[src/hw/rtl/per_domain_memory_quota_tracker_top_assert.svh]
// Assertion macros shared by the quota tracker RTL.
`ifndef PER_DOMAIN_MEMORY_QUOTA_TRACKER_TOP_ASSERT_SVH
`define PER_DOMAIN_MEMORY_QUOTA_TRACKER_TOP_ASSERT_SVH

// Condition must hold at every edge outside reset.
`define PDQ_ASSERT_ALWAYS(label, clk, rst_n, cond, msg) \
	label: assert property (@(posedge clk) disable iff (!rst_n) (cond)) else $error(msg);

// Antecedent implies consequent in the same cycle.
`define PDQ_ASSERT_NOW(label, clk, rst_n, ante, cons, msg) \
	label: assert property (@(posedge clk) disable iff (!rst_n) (ante) |-> (cons)) \
		else $error(msg);

// Antecedent implies consequent in the next cycle.
`define PDQ_ASSERT_NEXT(label, clk, rst_n, ante, cons, msg) \
	label: assert property (@(posedge clk) disable iff (!rst_n) (ante) |=> (cons)) \
		else $error(msg);

`endif

[src/hw/rtl/pdq_pkg.sv]
// Shared constants, tables and types of the quota tracker.
package pdq_pkg;

	localparam int FIELD_W = 40;
	localparam int DOMAIN_FIELD_W = 3;
	localparam int DOMAIN_COUNT_DEF = 8;
	localparam int BYTE_WIDTH_DEF = 40;
	localparam int MAX_DOMAINS = 16;

	// Percent shares; slots past the eighth get nothing.
	localparam int PCT_W = 5;
	localparam logic [PCT_W-1:0] SHARE_PCT [MAX_DOMAINS] = '{
		5'd30, 5'd10, 5'd25, 5'd8, 5'd7, 5'd6, 5'd8, 5'd6,
		5'd0, 5'd0, 5'd0, 5'd0, 5'd0, 5'd0, 5'd0, 5'd0
	};

	// Divide by 100: remainder fits in REM_W bits.
	localparam int PCT_DIVISOR = 100;
	localparam int REM_W = 7;

	// floor(x / 100) for x < 25600 as (x * FRAC_RECIP) >> FRAC_SHIFT.
	localparam int FRAC_RECIP = 5243;
	localparam int FRAC_SHIFT = 19;
	localparam int FRAC_PROD_W = 25;

	// Budget divide by 100: one DIG_W-bit digit per cycle, digit quotient by reciprocal.
	localparam int DIG_W = 8;
	localparam int DIG_PROD_W = 28;

	// Critical test: used * CRIT_USE_MUL > limit * CRIT_LIM_MUL.
	localparam int CRIT_USE_MUL = 10;
	localparam int CRIT_LIM_MUL = 9;
	localparam int CRIT_EXTRA_W = 4;

	typedef enum logic [1:0] {
		CAL_IDLE,
		CAL_DIV,
		CAL_LIM,
		CAL_LIM9
	} cal_state_t;

	typedef struct packed {
		logic busy;
		logic div_step;
		logic lim_load;
		logic lim9_load;
	} cal_ctl_t;

endpackage

[src/hw/rtl/pdq_req_if.sv]
// Request channel: valid/ready handshake with the request payload.
interface pdq_req_if;
	logic                                valid;
	logic                                ready;
	logic                                new_frame;
	logic [pdq_pkg::DOMAIN_FIELD_W-1:0]  domain;
	logic [pdq_pkg::FIELD_W-1:0]         request_bytes;

	modport source (output valid, output new_frame, output domain, output request_bytes,
		input ready);
	modport sink (input valid, input new_frame, input domain, input request_bytes,
		output ready);
endinterface

[src/hw/rtl/pdq_rsp_if.sv]
// Result channel: valid/ready handshake with the result payload.
interface pdq_rsp_if;
	logic                        valid;
	logic                        ready;
	logic                        granted;
	logic [pdq_pkg::FIELD_W-1:0] domain_remaining;
	logic                        domain_critical;
	logic [pdq_pkg::FIELD_W-1:0] total_remaining;

	modport source (output valid, output granted, output domain_remaining,
		output domain_critical, output total_remaining, input ready);
	modport sink (input valid, input granted, input domain_remaining,
		input domain_critical, input total_remaining, output ready);
endinterface

[src/hw/rtl/per_domain_memory_quota_tracker_top.sv]
// Per-domain memory quota tracker: admission control of byte requests per frame.
//
// The tracker keeps per-frame byte usage for DOMAIN_COUNT domains, each limited to a fixed
// percentage of the total budget (30, 10, 25, 8, 7, 6, 8 and 6 percent, rounded down).
// A request is registered on acceptance, then evaluated against its domain's limit and
// charged if it fits once the result register is empty or being drained; its result is
// loaded into the result register at the same edge, and the new usage is seen by the
// request behind it. One request per cycle is sustained while rsp.ready stays high and
// no limit calculation runs. Writing total_budget clears all usage and starts the limit
// calculation: a long divide of the budget by 100, one 8-bit digit per cycle with a
// reciprocal multiply for each digit, followed by a state that forms the limits and one
// that forms the scaled limits for the critical test. During the calculation the request
// channel holds ready low. Critical is the exact integer test used*10 > limit*9.
// total_remaining is kept directly as budget minus charged bytes; it never goes negative
// since the limits sum to at most the budget.

`include "per_domain_memory_quota_tracker_top_assert.svh"

module per_domain_memory_quota_tracker_top #(
	parameter int DOMAIN_COUNT = pdq_pkg::DOMAIN_COUNT_DEF,
	parameter int BYTE_WIDTH = pdq_pkg::BYTE_WIDTH_DEF
) (
	input  logic                        clk,
	input  logic                        arst_n,
	input  logic                        cfg_we,
	input  logic [pdq_pkg::FIELD_W-1:0] cfg_wdata,
	pdq_req_if.sink                     req,
	pdq_rsp_if.source                   rsp
);

	// Values never exceed the budget, which is at most FIELD_W bits wide.
	localparam int VAL_W = (BYTE_WIDTH < pdq_pkg::FIELD_W) ? BYTE_WIDTH : pdq_pkg::FIELD_W;
	localparam int DIV_STEPS = (VAL_W + pdq_pkg::DIG_W - 1) / pdq_pkg::DIG_W;
	localparam int DIV_W = DIV_STEPS * pdq_pkg::DIG_W;
	localparam int CNT_W = (DIV_STEPS > 1) ? $clog2(DIV_STEPS) : 1;
	localparam int PROD_W = VAL_W + pdq_pkg::PCT_W;
	localparam int SCL_W = VAL_W + pdq_pkg::CRIT_EXTRA_W;
	localparam int TRIAL_W = pdq_pkg::REM_W + pdq_pkg::DIG_W;

	// ------------------------------------------------------------------
	// Limit calculation sequencer
	// ------------------------------------------------------------------
	pdq_pkg::cal_state_t cal_state_q, cal_state_d;
	pdq_pkg::cal_ctl_t   cal_ctl;
	logic [CNT_W-1:0]    cnt_q;

	always_comb begin
		cal_state_d = cal_state_q;
		case (cal_state_q)
			pdq_pkg::CAL_IDLE: cal_state_d = pdq_pkg::CAL_IDLE;
			pdq_pkg::CAL_DIV: begin
				if (cnt_q == '0) begin
					cal_state_d = pdq_pkg::CAL_LIM;
				end
			end
			pdq_pkg::CAL_LIM:  cal_state_d = pdq_pkg::CAL_LIM9;
			pdq_pkg::CAL_LIM9: cal_state_d = pdq_pkg::CAL_IDLE;
			default:           cal_state_d = pdq_pkg::CAL_IDLE;
		endcase
		// A budget write always restarts the calculation.
		if (cfg_we) begin
			cal_state_d = pdq_pkg::CAL_DIV;
		end
	end

	always_comb begin
		cal_ctl = '0;
		case (cal_state_q)
			pdq_pkg::CAL_IDLE: cal_ctl = '0;
			pdq_pkg::CAL_DIV: begin
				cal_ctl.busy     = 1'b1;
				cal_ctl.div_step = 1'b1;
			end
			pdq_pkg::CAL_LIM: begin
				cal_ctl.busy     = 1'b1;
				cal_ctl.lim_load = 1'b1;
			end
			pdq_pkg::CAL_LIM9: begin
				cal_ctl.busy      = 1'b1;
				cal_ctl.lim9_load = 1'b1;
			end
			default: cal_ctl = '0;
		endcase
	end

	always_ff @(posedge clk or negedge arst_n) begin
		if (!arst_n) begin
			cal_state_q <= pdq_pkg::CAL_IDLE;
			cnt_q       <= '0;
		end else begin
			cal_state_q <= cal_state_d;
			if (cfg_we) begin
				cnt_q <= CNT_W'(DIV_STEPS - 1);
			end else if (cal_ctl.div_step) begin
				cnt_q <= cnt_q - 1'b1;
			end
		end
	end

	// ------------------------------------------------------------------
	// Long divide of the budget by 100, one digit per cycle, MSB first.
	// quo_q starts as the zero-extended dividend and fills with quotient
	// digits from the bottom; each digit quotient is a reciprocal multiply.
	// ------------------------------------------------------------------
	logic [DIV_W-1:0]               quo_q;
	logic [pdq_pkg::REM_W-1:0]      rem_q;
	logic [TRIAL_W-1:0]             trial;
	logic [pdq_pkg::DIG_PROD_W-1:0] dig_prod;
	logic [pdq_pkg::DIG_W-1:0]      q_dig;
	logic [pdq_pkg::REM_W-1:0]      rem_next;

	always_comb begin
		trial    = {rem_q, quo_q[DIV_W-1 -: pdq_pkg::DIG_W]};
		dig_prod = pdq_pkg::DIG_PROD_W'(trial) * pdq_pkg::DIG_PROD_W'(pdq_pkg::FRAC_RECIP);
		q_dig    = pdq_pkg::DIG_W'(dig_prod >> pdq_pkg::FRAC_SHIFT);
		rem_next = pdq_pkg::REM_W'(trial
			- TRIAL_W'(q_dig) * TRIAL_W'(pdq_pkg::PCT_DIVISOR));
	end

	always_ff @(posedge clk) begin
		if (cfg_we) begin
			quo_q <= DIV_W'(cfg_wdata[VAL_W-1:0]);
			rem_q <= '0;
		end else if (cal_ctl.div_step) begin
			quo_q <= {quo_q[DIV_W-pdq_pkg::DIG_W-1:0], q_dig};
			rem_q <= rem_next;
		end
	end

	// ------------------------------------------------------------------
	// Domain limits: floor(B*p/100) = (B/100)*p + floor((B%100)*p/100).
	// The second term multiplies by p*reciprocal, a single constant.
	// ------------------------------------------------------------------
	logic [PROD_W-1:0]               q_part    [DOMAIN_COUNT];
	logic [pdq_pkg::FRAC_PROD_W-1:0] frac_prod [DOMAIN_COUNT];
	logic [VAL_W-1:0]                lim_calc  [DOMAIN_COUNT];
	logic [SCL_W-1:0]                lim9_calc [DOMAIN_COUNT];
	logic [VAL_W-1:0]                limit_q   [DOMAIN_COUNT];
	logic [SCL_W-1:0]                lim9_q    [DOMAIN_COUNT];

	always_comb begin
		for (int i = 0; i < DOMAIN_COUNT; i++) begin
			q_part[i]    = PROD_W'(quo_q[VAL_W-1:0]) * PROD_W'(pdq_pkg::SHARE_PCT[i]);
			frac_prod[i] = pdq_pkg::FRAC_PROD_W'(rem_q)
				* pdq_pkg::FRAC_PROD_W'(pdq_pkg::SHARE_PCT[i] * pdq_pkg::FRAC_RECIP);
			lim_calc[i]  = VAL_W'(q_part[i]
				+ PROD_W'(frac_prod[i] >> pdq_pkg::FRAC_SHIFT));
			lim9_calc[i] = SCL_W'(limit_q[i]) * SCL_W'(pdq_pkg::CRIT_LIM_MUL);
		end
	end

	always_ff @(posedge clk or negedge arst_n) begin
		if (!arst_n) begin
			for (int i = 0; i < DOMAIN_COUNT; i++) begin
				limit_q[i] <= '0;
				lim9_q[i]  <= '0;
			end
		end else begin
			for (int i = 0; i < DOMAIN_COUNT; i++) begin
				if (cal_ctl.lim_load) begin
					limit_q[i] <= lim_calc[i];
				end
				if (cal_ctl.lim9_load) begin
					lim9_q[i] <= lim9_calc[i];
				end
			end
		end
	end

	// ------------------------------------------------------------------
	// Request input register
	// ------------------------------------------------------------------
	logic                               valid_s1;
	logic                               new_frame_s1;
	logic [pdq_pkg::DOMAIN_FIELD_W-1:0] dom_s1;
	logic [VAL_W-1:0]                   req_bytes_s1;
	logic                               valid_s2;
	logic                               fire_s1;
	logic                               req_fire;

	// Advance stage 1 when the result register is empty or being drained.
	assign fire_s1   = valid_s1 && (!valid_s2 || rsp.ready);
	assign req.ready = !cal_ctl.busy && (!valid_s1 || fire_s1);
	assign req_fire  = req.valid && req.ready;

	always_ff @(posedge clk or negedge arst_n) begin
		if (!arst_n) begin
			valid_s1 <= 1'b0;
		end else if (req_fire) begin
			valid_s1 <= 1'b1;
		end else if (fire_s1) begin
			valid_s1 <= 1'b0;
		end
	end

	always_ff @(posedge clk) begin
		if (req_fire) begin
			new_frame_s1 <= req.new_frame;
			dom_s1       <= req.domain;
			req_bytes_s1 <= req.request_bytes[VAL_W-1:0];
		end
	end

	// ------------------------------------------------------------------
	// Evaluate: select the domain, test the fit, update usage
	// ------------------------------------------------------------------
	logic [VAL_W-1:0]         budget_q;
	logic [VAL_W-1:0]         tot_rem_q;
	logic [VAL_W-1:0]         used_q [DOMAIN_COUNT];
	logic [DOMAIN_COUNT-1:0]  sel_hit;
	logic                     dom_in_range;
	logic [VAL_W-1:0]         used_sel;
	logic [VAL_W-1:0]         lim_sel;
	logic [SCL_W-1:0]         lim9_sel;
	logic [VAL_W-1:0]         used_base;
	logic [VAL_W:0]           used_sum;
	logic                     fit;
	logic [VAL_W-1:0]         used_new;
	logic [VAL_W-1:0]         dom_rem;
	logic [SCL_W-1:0]         used10;
	logic                     crit;
	logic [VAL_W-1:0]         tot_base;
	logic [VAL_W-1:0]         tot_new;

	always_comb begin
		used_sel = '0;
		lim_sel  = '0;
		lim9_sel = '0;
		for (int i = 0; i < DOMAIN_COUNT; i++) begin
			sel_hit[i] = int'(dom_s1) == i;
			if (sel_hit[i]) begin
				used_sel = used_q[i];
				lim_sel  = limit_q[i];
				lim9_sel = lim9_q[i];
			end
		end
		// Domains past the last one are never charged and read as zero.
		dom_in_range = int'(dom_s1) < DOMAIN_COUNT;

		used_base = new_frame_s1 ? '0 : used_sel;
		used_sum  = {1'b0, used_base} + {1'b0, req_bytes_s1};
		fit       = dom_in_range && (used_sum <= {1'b0, lim_sel});
		used_new  = fit ? used_sum[VAL_W-1:0] : used_base;

		// Usage never passes the limit, so the difference cannot wrap.
		dom_rem = lim_sel - used_new;
		used10  = SCL_W'(used_new) * SCL_W'(pdq_pkg::CRIT_USE_MUL);
		crit    = used10 > lim9_sel;

		tot_base = new_frame_s1 ? budget_q : tot_rem_q;
		tot_new  = fit ? tot_base - req_bytes_s1 : tot_base;
	end

	always_ff @(posedge clk or negedge arst_n) begin
		if (!arst_n) begin
			budget_q  <= '0;
			tot_rem_q <= '0;
			for (int i = 0; i < DOMAIN_COUNT; i++) begin
				used_q[i] <= '0;
			end
		end else if (cfg_we) begin
			// New budget: drop all usage.
			budget_q  <= cfg_wdata[VAL_W-1:0];
			tot_rem_q <= cfg_wdata[VAL_W-1:0];
			for (int i = 0; i < DOMAIN_COUNT; i++) begin
				used_q[i] <= '0;
			end
		end else if (fire_s1) begin
			tot_rem_q <= tot_new;
			for (int i = 0; i < DOMAIN_COUNT; i++) begin
				if (new_frame_s1) begin
					used_q[i] <= '0;
				end
				if (fit && sel_hit[i]) begin
					used_q[i] <= used_new;
				end
			end
		end
	end

	// ------------------------------------------------------------------
	// Result register
	// ------------------------------------------------------------------
	logic             granted_s2;
	logic [VAL_W-1:0] dom_rem_s2;
	logic             crit_s2;
	logic [VAL_W-1:0] tot_rem_s2;

	always_ff @(posedge clk or negedge arst_n) begin
		if (!arst_n) begin
			valid_s2 <= 1'b0;
		end else if (fire_s1) begin
			valid_s2 <= 1'b1;
		end else if (rsp.ready) begin
			valid_s2 <= 1'b0;
		end
	end

	always_ff @(posedge clk) begin
		if (fire_s1) begin
			granted_s2 <= fit;
			dom_rem_s2 <= dom_rem;
			crit_s2    <= crit;
			tot_rem_s2 <= tot_new;
		end
	end

	assign rsp.valid            = valid_s2;
	assign rsp.granted          = granted_s2;
	assign rsp.domain_remaining = pdq_pkg::FIELD_W'(dom_rem_s2);
	assign rsp.domain_critical  = crit_s2;
	assign rsp.total_remaining  = pdq_pkg::FIELD_W'(tot_rem_s2);

	// ------------------------------------------------------------------
	// Assertions
	// ------------------------------------------------------------------
	logic over_limit;
	logic s1_blocked;

	always_comb begin
		over_limit = 1'b0;
		for (int i = 0; i < DOMAIN_COUNT; i++) begin
			over_limit = over_limit || (used_q[i] > limit_q[i]);
		end
	end

	assign s1_blocked = valid_s1 && valid_s2 && !rsp.ready;

	`PDQ_ASSERT_NOW(a_busy_blocks_req, clk, arst_n, cal_ctl.busy, !req.ready, "request during calc")
	`PDQ_ASSERT_NEXT(a_cfg_starts_cal, clk, arst_n, cfg_we, cal_ctl.busy, "write did not start calc")
	`PDQ_ASSERT_NOW(a_stall_holds_s1, clk, arst_n, s1_blocked, !req.ready, "request taken while full")
	`PDQ_ASSERT_ALWAYS(a_usage_in_limit, clk, arst_n, !over_limit, "domain usage exceeds its limit")
	`PDQ_ASSERT_ALWAYS(a_total_in_budget, clk, arst_n, tot_rem_q <= budget_q, "remaining above budget")

endmodule
[src/flat_wrapper.sv]
// flat-port wrapper written by rule: the top's interface ports become plain ports
module per_domain_memory_quota_tracker_top_flat 
#(
	parameter int DOMAIN_COUNT = pdq_pkg::DOMAIN_COUNT_DEF,
	parameter int BYTE_WIDTH = pdq_pkg::BYTE_WIDTH_DEF
)
  (clk, arst_n, cfg_we, cfg_wdata, req_valid, req_new_frame, req_domain, req_request_bytes, req_ready, rsp_valid, rsp_granted, rsp_domain_remaining, rsp_domain_critical, rsp_total_remaining, rsp_ready);
  pdq_req_if req_i ();
  pdq_rsp_if rsp_i ();
  input  logic clk;
  input  logic arst_n;
  input  logic cfg_we;
  input  logic [pdq_pkg::FIELD_W-1:0] cfg_wdata;
  input wire logic [$bits(req_i.valid)-1:0] req_valid;
  input wire logic [$bits(req_i.new_frame)-1:0] req_new_frame;
  input wire logic [$bits(req_i.domain)-1:0] req_domain;
  input wire logic [$bits(req_i.request_bytes)-1:0] req_request_bytes;
  output wire logic [$bits(req_i.ready)-1:0] req_ready;
  output wire logic [$bits(rsp_i.valid)-1:0] rsp_valid;
  output wire logic [$bits(rsp_i.granted)-1:0] rsp_granted;
  output wire logic [$bits(rsp_i.domain_remaining)-1:0] rsp_domain_remaining;
  output wire logic [$bits(rsp_i.domain_critical)-1:0] rsp_domain_critical;
  output wire logic [$bits(rsp_i.total_remaining)-1:0] rsp_total_remaining;
  input wire logic [$bits(rsp_i.ready)-1:0] rsp_ready;
  assign req_i.valid = req_valid;
  assign req_i.new_frame = req_new_frame;
  assign req_i.domain = req_domain;
  assign req_i.request_bytes = req_request_bytes;
  assign req_ready = req_i.ready;
  assign rsp_valid = rsp_i.valid;
  assign rsp_granted = rsp_i.granted;
  assign rsp_domain_remaining = rsp_i.domain_remaining;
  assign rsp_domain_critical = rsp_i.domain_critical;
  assign rsp_total_remaining = rsp_i.total_remaining;
  assign rsp_i.ready = rsp_ready;
  per_domain_memory_quota_tracker_top #(.DOMAIN_COUNT(DOMAIN_COUNT), .BYTE_WIDTH(BYTE_WIDTH)) u_core (.clk(clk), .arst_n(arst_n), .cfg_we(cfg_we), .cfg_wdata(cfg_wdata), .req(req_i), .rsp(rsp_i));
endmodule
[config.mk]
export PLATFORM = sky130hd
export DESIGN_NAME = per_domain_memory_quota_tracker_top_flat
export DESIGN_NICKNAME = d
export VERILOG_FILES = /design/src/hw/rtl/pdq_pkg.sv /design/src/hw/rtl/pdq_req_if.sv /design/src/hw/rtl/pdq_rsp_if.sv /design/src/hw/rtl/per_domain_memory_quota_tracker_top.sv /design/src/flat_wrapper.sv
export VERILOG_INCLUDE_DIRS = /design/src /design/src/hw/rtl
export SDC_FILE = /design/constraint.sdc
export NUM_CORES = 2
export LEC_CHECK = 0
export BUFFER_PORTS_ARGS = -buffer_cell sky130_fd_sc_hd__buf_2
export CAP_MARGIN = 20
export CORE_UTILIZATION = 50
export DETAILED_ROUTE_END_ITERATION = 8
export HOLD_SLACK_MARGIN = 0.05
export PLACE_DENSITY = 0.63
export SLEW_MARGIN = 10
export SYNTH_ARGS = -nofsm -noshare
export SYNTH_HDL_FRONTEND = slang
export SYNTH_SLANG_ARGS = --single-unit
[constraint.sdc]
create_clock -name clk -period 16.7 [get_ports clk]
set_clock_uncertainty 0.1 [all_clocks]
set_input_delay 0.835 -clock clk [delete_from_list [all_inputs] [get_ports clk]]
set_output_delay 0.835 -clock clk [all_outputs]
set_load 0.01 [all_outputs]
==> reports/results.tsv <==
metric	value	unit
CTS max path bufs	3	
RSZ-0062 raised after global routing	false	
design area	105000	um^2
status	complete, no violations	
initial antenna violation count	27	
vias in the first global route	81063	
non-filler cells, final	13016	
Reg2Reg Depth	54	
Via density	6.39	
Post-synth ARST share	0.840	
DRC violations left	0	
H-Tree Depth	4	
layout cell share with drive strength beyond 1	0.104	
Setup TNS	0	ns
first-pass GRT wire length	538000	um
total wire length	368000	um
Die W	440	um
CP Buf/Inv Count	3	
Seq/Total Area, Yosys	0.290	
worst rel slew slack	0.152	
CTS sink count	1084	
Hold Crit Class	in -> reg	
Min-Delay Endpoint	u_core.dom_s1[1]$_DFFE_PP_	
post_cts resized	0	
slew of the pin with the lowest slew margin	1.26	ns
worst r2r dst	u_core.rsp.domain_critical$_DFFE_PP_	
worst r2r src	u_core.dom_s1[1]$_DFFE_PP_	
CP required	17.14	ns
Synth Instances	10287	
Synth top area share	0.237	
die area	194000	um^2
Final Util	0.550	
synthesized flop and latch total	1084	
via count	83208	
DPL Wire Length	287000	um
DIE HEIGHT	440	um
Hold Path Cell Cnt	1	
Row Count	160	
Netlist cell types	112	
Worst EP arrival	15.95	ns
Detailed Route Iter0 Violations	8181	
crit end category	flip-flop	
largest net degree at the start of global routing	142	
CP Max Fanout	21	
Root Buffer	clkbuf_16	
Final Cycle Share	0.929	
Pins Over Slew Limit	0	
TritonCTS clock tree	done	
number of synthesized flops with an enable pin	166	
MaxCap Viol Count	0	
drt wl/cell	28.3	um
synthesized area	96100	um^2
Top Ports	173	
post-synth top area cell	dfrtp_1	
Layout Nets	12064	
Tmin final	15.51	ns
Clock Latency Late Sink	0.83	ns
CTS Buf Count	132	
Final GP Congestion	1.01	
DRT Pass-1 Iters	6	
total grt overflow	0	
setup violators final	0	
achievable frequency	0.0645	GHz
main flop type after synthesis	dfrtp_1	
Core Area	191000	um^2
GRT Total Usage	0.375	
CP dominant cell by count	a21oi_1	
Setup Crit Path Kind	reg -> reg	
net count after synthesis	11960	
top post-synthesis cells by area	dfrtp_1, ha_1, fa_1	
syn avg cell area	9.34	um^2
placed instance area	100000	um^2
Worst-path clk slew	0.06	ns
area grow syn2layout	9.02	%
Critical Path Start Type	flip-flop	
Post-Place Cells	12756	
starting density of the core	0.504	
DRT antenna net count	0	
delay-heaviest family, CP	compound AO/OA/AOI/OAI gates	
port bufs	172	
setup slack, reg-to-reg	1.19	ns
Final Hold Fails	0	
min-delay src	req_domain[1]	
CP max stage delay	0.77	ns
Worst path slowest cell	xor2_1	
Ys Warns	0	
## placed cells by master, fill, tap and decap left out, types with 338 or more instances in the layout
cell type	netlist	routed
ha_1	1294	1292
dfrtp_1	911	911
a21oi_1	782	775
nand2_1	764	759
nor2_1	759	753
inv_1	740	739
o21ai_0	678	678
xnor2_1	470	470
mux2_2	359	359
a21o_1	338	338
## per-layer routing
| metal | up-vias | wire [um] | share of wire | GRT usage |
|---|---|---|---|---|
| met1 | 41187 | 152000 | 0.41 | 0.503 |
| met4 | 20 | 22700 | 0.062 | 0.202 |
| met3 | 793 | 36800 | 0.10 | 0.0936 |
| met2 | 3900 | 156000 | 0.42 | 0.553 |
| met5 | - | 350 | 0.00095 | 0.00918 |
| li1 | 37308 | - | - | - |
## stage by stage
stage / hold slack, ns / setup slack [ns]
after floorplan: 0.343 / 4.34
after global placement: 0.358 / 1.83
after detailed placement: 0.366 / 1.35
after CTS: 0.0590 / 1.34
after global routing: 0.0738 / 0.282
final: 0.0832 / 1.19
## kinds of logic (layout without fill, tap and decap cells)
kind of cell               Yosys count  count (layout)  synth area share
adders and majority gates         1585            1585             0.229
xor gates and xnor gates           653             653            0.0596
AOI/OAI and AO/OA                 2917            2917             0.194
DFF                               1084            1084             0.290
and+or+nand+nor                   2375            2375             0.114
buffers and inverters             1114            1324            0.0441
other                                0               8                 0
muxes                              559             559            0.0682
## how the worst max path moves through the flow
stage	startpoint	endpoint	slack, ns	cells after the start
6_report	u_core.dom_s1[1]$_DFFE_PP_	u_core.rsp.domain_critical$_DFFE_PP_	1.19	54
5_1_grt	u_core.dom_s1[1]$_DFFE_PP_	u_core.rsp.domain_critical$_DFFE_PP_	0.28	56
4_1_cts	u_core.dom_s1[0]$_DFFE_PP_	u_core.rsp.domain_critical$_DFFE_PP_	1.34	54
2_1_floorplan	u_core.dom_s1[0]$_DFFE_PP_	u_core.rsp.domain_critical$_DFFE_PP_	4.34	59
3_5_place_dp	u_core.dom_s1[0]$_DFFE_PP_	u_core.rsp.domain_critical$_DFFE_PP_	1.35	54
3_3_place_gp	u_core.dom_s1[0]$_DFFE_PP_	u_core.rsp.domain_critical$_DFFE_PP_	1.83	54
## cell type report
cell class | instances | area [um^2]
Antenna cell | 8 | 20.0
Clock buffer | 186 | 3810
Clock inverter | 54 | 706
Fill cell | 17250 | 85800
Inverter | 743 | 2800
Multi-Input combinational cell | 8089 | 64200
Sequential cell | 1084 | 27900
Tap cell | 2511 | 3140
Timing Repair Buffer | 341 | 2220
## synthesized netlist by cell type (all sizes together), types with 50 or more instances
cell type,count
and3,60
nand4,85
a21oi,785
dfrtp,911
xor2,182
nand2b,106
nor2b,76
a211oi,99
o21ai,723
a31oi,99
fa,290
ha,1294
o22ai,72
nand3,126
a22oi,67
mux2,359
o21bai,78
nor2,760
o21a,122
xnor2,471
a21o,338
and2,50
edfxtp,166
a22o,109
mux2i,159
nand2,764
inv,742
clkbuf,295
nor3,137
o211ai,55
buf,76
## repair_timing
action,in CTS,in global routing
hold endpoints to repair,81,0
setup buffers,0,8
hold buffers,1,0
setup endpoints to repair,0,1
## registers in the layout, indices dropped and copies added, names as in the netlist
| register | flops |
|---|---|
| u_core.budget_q | 40 |
| u_core.req_bytes_s1 | 40 |
| u_core.rsp.total_remaining | 40 |
| u_core.quo_q | 40 |
| u_core.new_frame_s1 | 1 |
| u_core.tot_rem_q | 40 |
| u_core.valid_s1 | 1 |
| u_core.used_q | 320 |
| u_core.cal_state_q | 2 |
| u_core.limit_q | 240 |
| u_core.dom_s1 | 3 |
| u_core.rsp.domain_critical | 1 |
| u_core.cnt_q | 3 |
| u_core.rem_q | 7 |
| u_core.lim9_q | 264 |
| u_core.rsp.granted | 1 |
| u_core.rsp.domain_remaining | 40 |
| u_core.rsp.valid | 1 |
Power is not shown: default switching activity piles up to over one toggle a cycle in this logic, so the estimate is an artifact.
